===== config.mk =====
export PLATFORM = sky130hd
export DESIGN_NAME = thermal_profile_sequencer
export DESIGN_NICKNAME = d
export VERILOG_FILES = /design/src/tps_pkg.sv /design/src/thermal_profile_sequencer.sv /design/src/tps_ram.sv /design/src/tps_cfg.sv /design/src/tps_seq.sv
export SDC_FILE = /design/constraint.sdc
export NUM_CORES = 2
export LEC_CHECK = 0
export CORE_MARGIN = 4
export CORE_UTILIZATION = 60
export CTS_CLUSTER_SIZE = 10
export DETAILED_ROUTE_END_ITERATION = 7
export DONT_BUFFER_PORTS = 1
export PLACE_DENSITY = 0.74
export REMOVE_ABC_BUFFERS = 1
export SLEW_MARGIN = 20
export SYNTH_ARGS = -nofsm -noshare
export SYNTH_HDL_FRONTEND = slang
export SYNTH_SLANG_ARGS = --single-unit
export TNS_END_PERCENT = 100

===== constraint.sdc =====
create_clock -name clk -period 9.6 [get_ports clk]
set_input_delay 1.92 -clock clk [delete_from_list [all_inputs] [get_ports clk]]
set_output_delay 1.92 -clock clk [all_outputs]
set_load 0.01 [all_outputs]

===== src/tps_pkg.sv =====
package tps_pkg;

  localparam logic [2:0] ACT_STEP_WR  = 3'd0;
  localparam logic [2:0] ACT_STAGE_WR = 3'd1;
  localparam logic [2:0] ACT_START    = 3'd2;
  localparam logic [2:0] ACT_SAMPLE   = 3'd3;
  localparam logic [2:0] ACT_TICK     = 3'd4;

  localparam int CFG_IDX_W  = 3;
  localparam int CFG_DATA_W = 15;

  localparam logic [CFG_IDX_W-1:0] CFG_STAGE_COUNT    = 3'd0;
  localparam logic [CFG_IDX_W-1:0] CFG_SETTLE_BAND    = 3'd1;
  localparam logic [CFG_IDX_W-1:0] CFG_SETTLE_SAMPLES = 3'd2;
  localparam logic [CFG_IDX_W-1:0] CFG_TICKS_PER_UNIT = 3'd3;
  localparam logic [CFG_IDX_W-1:0] CFG_CAPTURE_LEAD   = 3'd4;

  localparam logic [3:0]  RST_STAGE_COUNT    = 4'd1;
  localparam logic [14:0] RST_SETTLE_BAND    = 15'd100;
  localparam logic [3:0]  RST_SETTLE_SAMPLES = 4'd5;
  localparam logic [3:0]  RST_TICKS_PER_UNIT = 4'd10;
  localparam logic [7:0]  RST_CAPTURE_LEAD   = 8'd8;

  // one step entry: hold time above target temperature
  localparam int ENTRY_W = 32;
  localparam int TIMER_W = 20;

  typedef struct packed {
    logic [2:0]         action;
    logic signed [15:0] sample_temp;
    logic [2:0]         entry_stage;
    logic [2:0]         entry_step;
    logic signed [15:0] entry_temp;
    logic [15:0]        entry_hold;
    logic [3:0]         stage_step_count;
    logic [7:0]         stage_repeat_count;
  } in_item_t;

  typedef struct packed {
    logic signed [15:0] control_target;
    logic               target_update;
    logic signed [15:0] holding_temp;
    logic               capture_event;
    logic               run_active;
    logic               run_finished;
    logic [3:0]         stage_now;
    logic [3:0]         step_now;
  } out_item_t;

  typedef struct packed {
    logic [3:0]  stage_count;
    logic [14:0] settle_band;
    logic [3:0]  settle_samples;
    logic [3:0]  ticks_per_unit;
    logic [7:0]  capture_lead;
  } cfg_t;

endpackage


===== src/thermal_profile_sequencer.sv =====
// thermal profile sequencer
// input channel (in_valid/in_ready/in_data) takes one item per cycle: a step
// table write, a stage header write, a run start, a temperature sample or a
// timer tick. every item gives exactly one result item on the out_ channel.
// an accepted item waits in the input register and its result is then
// registered in the result register, from which it shows on out_data.
// throughput: one item per cycle while out_ready is high, set by the single
// pass of sequencer logic between the input and result registers; the step
// table read for the current slot is issued from the next-state indexes.
// a stalled receiver holds the result register; one more item waits in the
// input register, after which in_ready drops until out_ready returns.
// configuration registers are written on cfg_wr_en/cfg_index/cfg_wdata with
// no wait; only while no item is in flight, a rule the block does not enforce.
// reset (rst_n low, synchronous) empties both registers, stops the run and
// the timers and loads the register defaults; the step and stage tables keep
// undefined contents until written and need no clearing pass.
module thermal_profile_sequencer #(
  parameter int MAX_STAGES = 8,
  parameter int MAX_STEPS  = 8
) (
  input  logic                           clk,
  input  logic                           rst_n,
  input  logic                           in_valid,
  output logic                           in_ready,
  input  tps_pkg::in_item_t              in_data,
  output logic                           out_valid,
  input  logic                           out_ready,
  output tps_pkg::out_item_t             out_data,
  input  logic                           cfg_wr_en,
  input  logic [tps_pkg::CFG_IDX_W-1:0]  cfg_index,
  input  logic [tps_pkg::CFG_DATA_W-1:0] cfg_wdata
);

  localparam int DEPTH  = MAX_STAGES * MAX_STEPS;
  localparam int SLOT_W = (DEPTH > 1) ? $clog2(DEPTH) : 1;

  tps_pkg::in_item_t  in_item_r;
  logic               in_vld_r;
  tps_pkg::out_item_t out_item_r;
  logic               out_vld_r;
  logic               fire;

  tps_pkg::cfg_t      cfg;
  tps_pkg::out_item_t res;
  logic                        ram_we;
  logic [SLOT_W-1:0]           ram_waddr, ram_raddr;
  logic [tps_pkg::ENTRY_W-1:0] ram_wdata, ram_rdata;

  assign fire     = in_vld_r && (!out_vld_r || out_ready);
  assign in_ready = !in_vld_r || fire;

  always_ff @(posedge clk) begin
    if (!rst_n) begin
      in_vld_r  <= 1'b0;
      out_vld_r <= 1'b0;
    end else begin
      in_vld_r  <= (in_valid && in_ready) || (in_vld_r && !fire);
      out_vld_r <= fire || (out_vld_r && !out_ready);
    end
  end

  always_ff @(posedge clk) begin
    if (in_valid && in_ready) begin
      in_item_r <= in_data;
    end
    if (fire) begin
      out_item_r <= res;
    end
  end

  tps_cfg u_cfg (
    .clk   (clk),
    .rst_n (rst_n),
    .wr_en (cfg_wr_en),
    .index (cfg_index),
    .wdata (cfg_wdata),
    .cfg   (cfg)
  );

  tps_ram #(
    .WIDTH (tps_pkg::ENTRY_W),
    .DEPTH (DEPTH)
  ) u_step_ram (
    .clk     (clk),
    .wr_en   (ram_we),
    .wr_addr (ram_waddr),
    .wr_data (ram_wdata),
    .rd_addr (ram_raddr),
    .rd_data (ram_rdata)
  );

  tps_seq #(
    .MAX_STAGES (MAX_STAGES),
    .MAX_STEPS  (MAX_STEPS)
  ) u_seq (
    .clk       (clk),
    .rst_n     (rst_n),
    .fire      (fire),
    .item      (in_item_r),
    .cfg       (cfg),
    .slot_data (ram_rdata),
    .res       (res),
    .ram_we    (ram_we),
    .ram_waddr (ram_waddr),
    .ram_wdata (ram_wdata),
    .ram_raddr (ram_raddr)
  );

  assign out_valid = out_vld_r;
  assign out_data  = out_item_r;

endmodule


===== src/tps_ram.sv =====
module tps_ram #(
  parameter int WIDTH = 32,
  parameter int DEPTH = 64
) (
  input  logic                                   clk,
  input  logic                                   wr_en,
  input  logic [((DEPTH > 1) ? $clog2(DEPTH) : 1)-1:0] wr_addr,
  input  logic [WIDTH-1:0]                       wr_data,
  input  logic [((DEPTH > 1) ? $clog2(DEPTH) : 1)-1:0] rd_addr,
  output logic [WIDTH-1:0]                       rd_data
);

  logic [WIDTH-1:0] mem [DEPTH];
  logic [WIDTH-1:0] rd_data_r;

  always_ff @(posedge clk) begin
    if (wr_en) begin
      mem[wr_addr] <= wr_data;
    end
    // write-first on an address match
    if (wr_en && (wr_addr == rd_addr)) begin
      rd_data_r <= wr_data;
    end else begin
      rd_data_r <= mem[rd_addr];
    end
  end

  assign rd_data = rd_data_r;

endmodule


===== src/tps_cfg.sv =====
module tps_cfg (
  input  logic                               clk,
  input  logic                               rst_n,
  input  logic                               wr_en,
  input  logic [tps_pkg::CFG_IDX_W-1:0]      index,
  input  logic [tps_pkg::CFG_DATA_W-1:0]     wdata,
  output tps_pkg::cfg_t                      cfg
);

  tps_pkg::cfg_t cfg_r;

  always_ff @(posedge clk) begin
    if (!rst_n) begin
      cfg_r.stage_count    <= tps_pkg::RST_STAGE_COUNT;
      cfg_r.settle_band    <= tps_pkg::RST_SETTLE_BAND;
      cfg_r.settle_samples <= tps_pkg::RST_SETTLE_SAMPLES;
      cfg_r.ticks_per_unit <= tps_pkg::RST_TICKS_PER_UNIT;
      cfg_r.capture_lead   <= tps_pkg::RST_CAPTURE_LEAD;
    end else if (wr_en) begin
      case (index)
        tps_pkg::CFG_STAGE_COUNT:    cfg_r.stage_count    <= wdata[3:0];
        tps_pkg::CFG_SETTLE_BAND:    cfg_r.settle_band    <= wdata[14:0];
        tps_pkg::CFG_SETTLE_SAMPLES: cfg_r.settle_samples <= wdata[3:0];
        tps_pkg::CFG_TICKS_PER_UNIT: cfg_r.ticks_per_unit <= wdata[3:0];
        tps_pkg::CFG_CAPTURE_LEAD:   cfg_r.capture_lead   <= wdata[7:0];
        default: ;
      endcase
    end
  end

  assign cfg = cfg_r;

endmodule


===== src/tps_seq.sv =====
module tps_seq #(
  parameter int MAX_STAGES = 8,
  parameter int MAX_STEPS  = 8
) (
  input  logic                                  clk,
  input  logic                                  rst_n,
  input  logic                                  fire,
  input  tps_pkg::in_item_t                     item,
  input  tps_pkg::cfg_t                         cfg,
  input  logic [tps_pkg::ENTRY_W-1:0]           slot_data,
  output tps_pkg::out_item_t                    res,
  output logic                                  ram_we,
  output logic [((MAX_STAGES * MAX_STEPS > 1) ?
                 $clog2(MAX_STAGES * MAX_STEPS) : 1)-1:0] ram_waddr,
  output logic [tps_pkg::ENTRY_W-1:0]           ram_wdata,
  output logic [((MAX_STAGES * MAX_STEPS > 1) ?
                 $clog2(MAX_STAGES * MAX_STEPS) : 1)-1:0] ram_raddr
);

  localparam int DEPTH  = MAX_STAGES * MAX_STEPS;
  localparam int SLOT_W = (DEPTH > 1) ? $clog2(DEPTH) : 1;
  localparam int STG_W  = (MAX_STAGES > 1) ? $clog2(MAX_STAGES) : 1;
  localparam int STP_W  = (MAX_STEPS > 1) ? $clog2(MAX_STEPS) : 1;
  localparam int TW     = tps_pkg::TIMER_W;

  logic [3:0]        steps_tab_r [MAX_STAGES];
  logic [7:0]        reps_tab_r  [MAX_STAGES];

  logic              running_r, running_nxt;
  logic [3:0]        stage_r, stage_nxt;
  logic [3:0]        step_r, step_nxt;
  logic [7:0]        rep_r, rep_nxt;
  logic [3:0]        settle_r, settle_nxt;
  logic [TW-1:0]     hold_rem_r, hold_rem_nxt;
  logic              hold_act_r, hold_act_nxt;
  logic [TW-1:0]     cap_rem_r, cap_rem_nxt;
  logic              cap_act_r, cap_act_nxt;
  logic signed [15:0] held_r, held_nxt;

  logic              upd, cap, fin;
  logic              step_wr_ok, stage_wr_ok;
  logic signed [15:0] target;
  logic [15:0]       hold_units;
  logic signed [16:0] diff;
  logic [16:0]       mag;
  logic              out_band;
  logic [3:0]        settle_inc;
  logic [TW-1:0]     hold_ticks, cap_ticks;
  logic [STG_W-1:0]  cur_stg;
  logic [4:0]        steps_eff, stages_eff;
  logic [4:0]        step_inc, stage_inc;
  logic [8:0]        rep_inc;
  logic [STG_W-1:0]  rd_stg;
  logic [STP_W-1:0]  rd_stp;

  assign step_wr_ok  = ({2'b0, item.entry_stage} < 5'(MAX_STAGES)) &&
                       ({2'b0, item.entry_step} < 5'(MAX_STEPS));
  assign stage_wr_ok = ({2'b0, item.entry_stage} < 5'(MAX_STAGES));

  assign ram_we    = fire && (item.action == tps_pkg::ACT_STEP_WR) && step_wr_ok;
  assign ram_waddr = SLOT_W'(9'(item.entry_stage) * 9'(MAX_STEPS) + 9'(item.entry_step));
  assign ram_wdata = {item.entry_hold, item.entry_temp};

  // sample path
  assign target     = slot_data[15:0];
  assign hold_units = slot_data[31:16];
  assign diff       = {item.sample_temp[15], item.sample_temp} - {target[15], target};
  assign mag        = diff[16] ? 17'(-diff) : 17'(diff);
  assign out_band   = mag > {2'b0, cfg.settle_band};
  assign settle_inc = settle_r + 4'd1;
  assign hold_ticks = TW'(hold_units) * TW'(cfg.ticks_per_unit);
  assign cap_ticks  = (hold_units > {8'b0, cfg.capture_lead}) ?
                      TW'(hold_units - {8'b0, cfg.capture_lead}) * TW'(cfg.ticks_per_unit) :
                      '0;

  // step advance
  assign cur_stg    = ({1'b0, stage_r} < 5'(MAX_STAGES)) ? STG_W'(stage_r) :
                      STG_W'(MAX_STAGES - 1);
  assign steps_eff  = ({1'b0, steps_tab_r[cur_stg]} > 5'(MAX_STEPS)) ? 5'(MAX_STEPS) :
                      {1'b0, steps_tab_r[cur_stg]};
  assign stages_eff = ({1'b0, cfg.stage_count} > 5'(MAX_STAGES)) ? 5'(MAX_STAGES) :
                      {1'b0, cfg.stage_count};
  assign step_inc   = {1'b0, step_r} + 5'd1;
  assign stage_inc  = {1'b0, stage_r} + 5'd1;
  assign rep_inc    = {1'b0, rep_r} + 9'd1;

  always_comb begin
    running_nxt  = running_r;
    stage_nxt    = stage_r;
    step_nxt     = step_r;
    rep_nxt      = rep_r;
    settle_nxt   = settle_r;
    hold_rem_nxt = hold_rem_r;
    hold_act_nxt = hold_act_r;
    cap_rem_nxt  = cap_rem_r;
    cap_act_nxt  = cap_act_r;
    held_nxt     = held_r;
    upd          = 1'b0;
    cap          = 1'b0;
    fin          = 1'b0;
    if (fire) begin
      case (item.action)
        tps_pkg::ACT_START: begin
          running_nxt  = 1'b1;
          stage_nxt    = '0;
          step_nxt     = '0;
          rep_nxt      = '0;
          settle_nxt   = '0;
          hold_rem_nxt = '0;
          hold_act_nxt = 1'b0;
          cap_rem_nxt  = '0;
          cap_act_nxt  = 1'b0;
          held_nxt     = '0;
        end
        tps_pkg::ACT_SAMPLE: begin
          if (running_r) begin
            if (out_band) begin
              settle_nxt = '0;
              upd        = 1'b1;
              held_nxt   = '0;
            end else if (settle_inc >= cfg.settle_samples) begin
              settle_nxt = '0;
              held_nxt   = target;
              if (!hold_act_r) begin
                hold_rem_nxt = hold_ticks;
                hold_act_nxt = 1'b1;
                cap_rem_nxt  = cap_ticks;
                cap_act_nxt  = 1'b1;
              end
            end else begin
              settle_nxt = settle_inc;
            end
          end
        end
        tps_pkg::ACT_TICK: begin
          if (cap_act_r) begin
            if (cap_rem_r <= TW'(1)) begin
              cap_rem_nxt = '0;
              cap_act_nxt = 1'b0;
              cap         = 1'b1;
            end else begin
              cap_rem_nxt = cap_rem_r - TW'(1);
            end
          end
          if (hold_act_r) begin
            if (hold_rem_r <= TW'(1)) begin
              hold_act_nxt = 1'b0;
              hold_rem_nxt = '0;
              if (running_r) begin
                if (step_inc >= steps_eff) begin
                  if (rep_inc >= {1'b0, reps_tab_r[cur_stg]}) begin
                    rep_nxt   = '0;
                    stage_nxt = stage_inc[3:0];
                    if (stage_inc >= stages_eff) begin
                      running_nxt = 1'b0;
                      fin         = 1'b1;
                      step_nxt    = step_inc[3:0];
                    end else begin
                      step_nxt = '0;
                    end
                  end else begin
                    rep_nxt  = rep_inc[7:0];
                    step_nxt = '0;
                  end
                end else begin
                  step_nxt = step_inc[3:0];
                end
              end
            end else begin
              hold_rem_nxt = hold_rem_r - TW'(1);
            end
          end
        end
        default: ;
      endcase
    end
  end

  // read the slot of the state the next item sees
  assign rd_stg    = ({1'b0, stage_nxt} < 5'(MAX_STAGES)) ? STG_W'(stage_nxt) :
                     STG_W'(MAX_STAGES - 1);
  assign rd_stp    = ({1'b0, step_nxt} < 5'(MAX_STEPS)) ? STP_W'(step_nxt) :
                     STP_W'(MAX_STEPS - 1);
  assign ram_raddr = SLOT_W'(9'(rd_stg) * 9'(MAX_STEPS) + 9'(rd_stp));

  always_ff @(posedge clk) begin
    if (fire && (item.action == tps_pkg::ACT_STAGE_WR) && stage_wr_ok) begin
      steps_tab_r[STG_W'(item.entry_stage)] <= item.stage_step_count;
      reps_tab_r[STG_W'(item.entry_stage)]  <= item.stage_repeat_count;
    end
  end

  always_ff @(posedge clk) begin
    if (!rst_n) begin
      running_r  <= 1'b0;
      stage_r    <= '0;
      step_r     <= '0;
      rep_r      <= '0;
      settle_r   <= '0;
      hold_rem_r <= '0;
      hold_act_r <= 1'b0;
      cap_rem_r  <= '0;
      cap_act_r  <= 1'b0;
      held_r     <= '0;
    end else begin
      running_r  <= running_nxt;
      stage_r    <= stage_nxt;
      step_r     <= step_nxt;
      rep_r      <= rep_nxt;
      settle_r   <= settle_nxt;
      hold_rem_r <= hold_rem_nxt;
      hold_act_r <= hold_act_nxt;
      cap_rem_r  <= cap_rem_nxt;
      cap_act_r  <= cap_act_nxt;
      held_r     <= held_nxt;
    end
  end

  always_comb begin
    res.control_target = upd ? target : 16'sd0;
    res.target_update  = upd;
    res.holding_temp   = held_nxt;
    res.capture_event  = cap;
    res.run_active     = running_nxt;
    res.run_finished   = fin;
    res.stage_now      = stage_nxt;
    res.step_now       = step_nxt;
  end

endmodule


==> key figures <==
Detailed routing
  • Drt first-iter violations: 7792
  • Via count: 51988
  • Vias per cell: 6.91
  • Pre-Repair DR Iteration Count: 6
  • WL per Instance: 33.8 um
  • Total wire length: 254000 um
  • Detail Route Antenna Nets: 0
  • Drt drc: 0

Clock network
  • Post-CTS Setup Inserts: 0
  • CTS Hold Buffers Added: 0
  • Worst-path clk slew: 60 ps
  • Post-CTS Resized: 0
  • CTS tree: done
  • Clock sink count: 2379
  • Number of CTS-inserted buffers: 290
  • Worst-Skew Late Latency: 920 ps
  • Max clock buf depth: 4
  • CTS Root Cell: clkbuf_16
  • H-Tree Level Count: 5

STA
  • Tcrit/Tclk final: 93.3%
  • Max transition margin: 21.9%
  • Fmax: 112 MHz
  • Tmin final: 8960 ps
  • Least-Margin Pin Slew: 1170 ps
  • Slew Viols, Final: 0
  • Hold Vio Cnt, Final: 0
  • Hold Slack: 465 ps
  • RSZ-0062 raised after global routing: no
  • Fin Clk Skew: 42.0 ps
  • Setup violators final: 0

Floorplan
  • Initial core utilization: 60.5%
  • Die width: 411 um
  • Total number of placement rows: 147
  • Height of the die: 411 um
  • # IOs: 138
  • Core outline area: 161000 sq um
  • Full die area: 169000 sq um

Placed design
  • # port buffers: 0
  • Post-DP HPWL: 136000 um
  • GP Congestion: 0.885

Yosys
  • Number of flops mapped to enable cells by yosys: 2257
  • Ys async rst share: 0%
  • Syn avg cell area: 19.3 sq um
  • #FFs+latches synth: 2379
  • Synth area leader: edfxtp_1
  • YS warnings: 0
  • Top FF cell, synth: edfxtp_1
  • Post-Syn Instances: 5043
  • Seq/Total Area, Yosys: 72.0%
  • Area share of the largest cell type after synthesis: 69.5%
  • Top cells by area, synth: edfxtp_1 70%, mux4_2 15%, dfxtp_1 2.5%, ha_1 1.4%, fa_1 1.3%
  • Yosys cell types: 82
  • Synthesized area: 97500 sq um

Worst setup path
  • CP Launch Type: register
  • RR Endpoint: u_seq.hold_rem_r[0]
  • CP max stage cell: nand2b_1
  • Worst endpoint required time: 10340 ps
  • FF-to-FF setup slack: 640 ps
  • Crit. End Element: register
  • WP data arrival: 9700 ps
  • R2r worst-path depth: 27
  • Setup CP Type: reg2reg
  • CP max FO: 61
  • Slowest stage delay, CP: 680 ps

Final layout
  • Leading cell type in the layout, fill and taps excluded: edfxtp_1
  • Finished Core Util: 67.7%
  • Layout cell share with drive strength beyond 1: 23.5%
  • Most frequent cells in the layout: 2257 x edfxtp_1, 630 x mux4_2, 300 x clkbuf_16, 253 x nand2_1, 175 x buf_4
  • Synth-to-Final Area Change: 11.8%
  • Nets: 5554

Global routing
  • Grt ovf: 0
  • First-pass GRT wire length: 368000 um
  • Vias in the first global route: 52094
  • Antenna violations before repair: 10
  • GR Util All Layers: 30.4%
  • Pin count of the biggest net entering global routing: 67

Worst hold path
  • Min-delay src: u_cfg.cfg[5]
  • Hold path cells: 2
  • WHS Endpoint: u_cfg.cfg[5]
  • Hold Path Class: reg2reg

Outcome
  • Status: complete, no violations

Power and ir drop
  • Leakage power: 34.8 nW
  • Power Density: 196 nW/um^2
  • VDD IR max: 198 uV

Run
  • # Max-Cap Violations: 0
==> routing by layer <==
| metal | part of all wire (%) | global-route usage (%) | vias up |
|---|---|---|---|
| met5 | 0.010 | 0 | - |
| met4 | 3.5 | 10.6 | 4 |
| met3 | 11 | 7.08 | 577 |
| met2 | 48 | 48.0 | 3674 |
| met1 | 37 | 42.6 | 26968 |
| li1 | - | - | 20765 |
==> worst max path at each step <==
stage,slack (ps),end,depth (start not counted),startpoint
finish,640,u_seq.hold_rem_r[0],27,register
global route,100,u_seq.hold_rem_r[0],27,register
CTS,800,u_seq.hold_rem_r[0],27,register
detailed placement,870,u_seq.hold_rem_r[0],27,register
global placement,1040,u_seq.hold_rem_r[0],28,register
floorplan,-17720,u_seq.cap_rem_r[18],22,register
==> registers in the layout, indices dropped and copies added (netlist names), 4 cells and up, named ones only <==
| name | flops |
|---|---|
| u_seq.rep_r | 8 |
| u_seq.steps_tab_r | 32 |
| u_seq.cap_rem_r | 20 |
| out_data | 44 |
| u_step_ram.mem | 2048 |
| u_seq.held_r | 16 |
| u_seq.stage_r | 4 |
| in_item_r | 69 |
| u_seq.settle_r | 4 |
| u_seq.step_r | 4 |
| u_cfg.cfg | 35 |
| u_seq.reps_tab_r | 64 |
| u_seq.hold_rem_r | 20 |
==> metrics by stage <==
step	area [sq um]	worst slack [ps]	std cells	power, mW	TNS [ps]
finish	109000	640	7520	21.4	0
global placement	101000	1040	7154	12.1	0
global route	109000	103	7519	22.0	0
CTS	109000	803	7517	21.5	0
detailed placement	101000	865	7154	12.1	0
floorplan	96400	-17720	4805	12.0	-1607600
==> cell usage after synthesis (63+ instances only) <==
library cell,number
fa_1,63
mux4_2,630
inv_1,160
edfxtp_1,2257
dfxtp_1,122
ha_1,112
and2_1,94
o21ai_0,63
nand2_1,253
a21oi_1,144
nor2_1,212
buf_2,63
clkbuf_1,132
==> layout make-up <==
type,instances,area (sq um)
Clock inverter,7,72.6
Tap cell,2160,2700
Multi-Input combinational cell,2265,26100
Fill cell,9898,52100
Inverter,161,612
Clock buffer,356,7750
Antenna cell,2,5.00
Sequential cell,2379,70200
Timing Repair Buffer,190,1610
==> worst max-delay path: cells and delay by family (launching register included) <==
kind	cells	cell delay (ps)
AO/OA/AOI/OAI	18	4780
flip-flops	1	610
multiplexers	2	1040
AND/OR/NAND/NOR	4	1080
adder cells (fa/ha/maj)	2	750
buffers and inverters	1	420
==> logic make-up after synthesis <==
| group | synth area share, % |
|---|---|
| flops | 72.0 |
| simple gates | 3.96 |
| mux | 15.3 |
| compound gates | 3.40 |
| buf+inv | 1.76 |
| fa+ha+maj | 2.73 |
| xor+xnor | 0.791 |
==> where the power goes <==
group          internal (mW)  switching (mW)  leakage (nW)  total, mW
registers               11.4          0.0309          21.3       11.4
clock network           5.60            3.84          3.82       9.44
logic                  0.139           0.363          9.67      0.503
(Power assumes the default switching activity.)
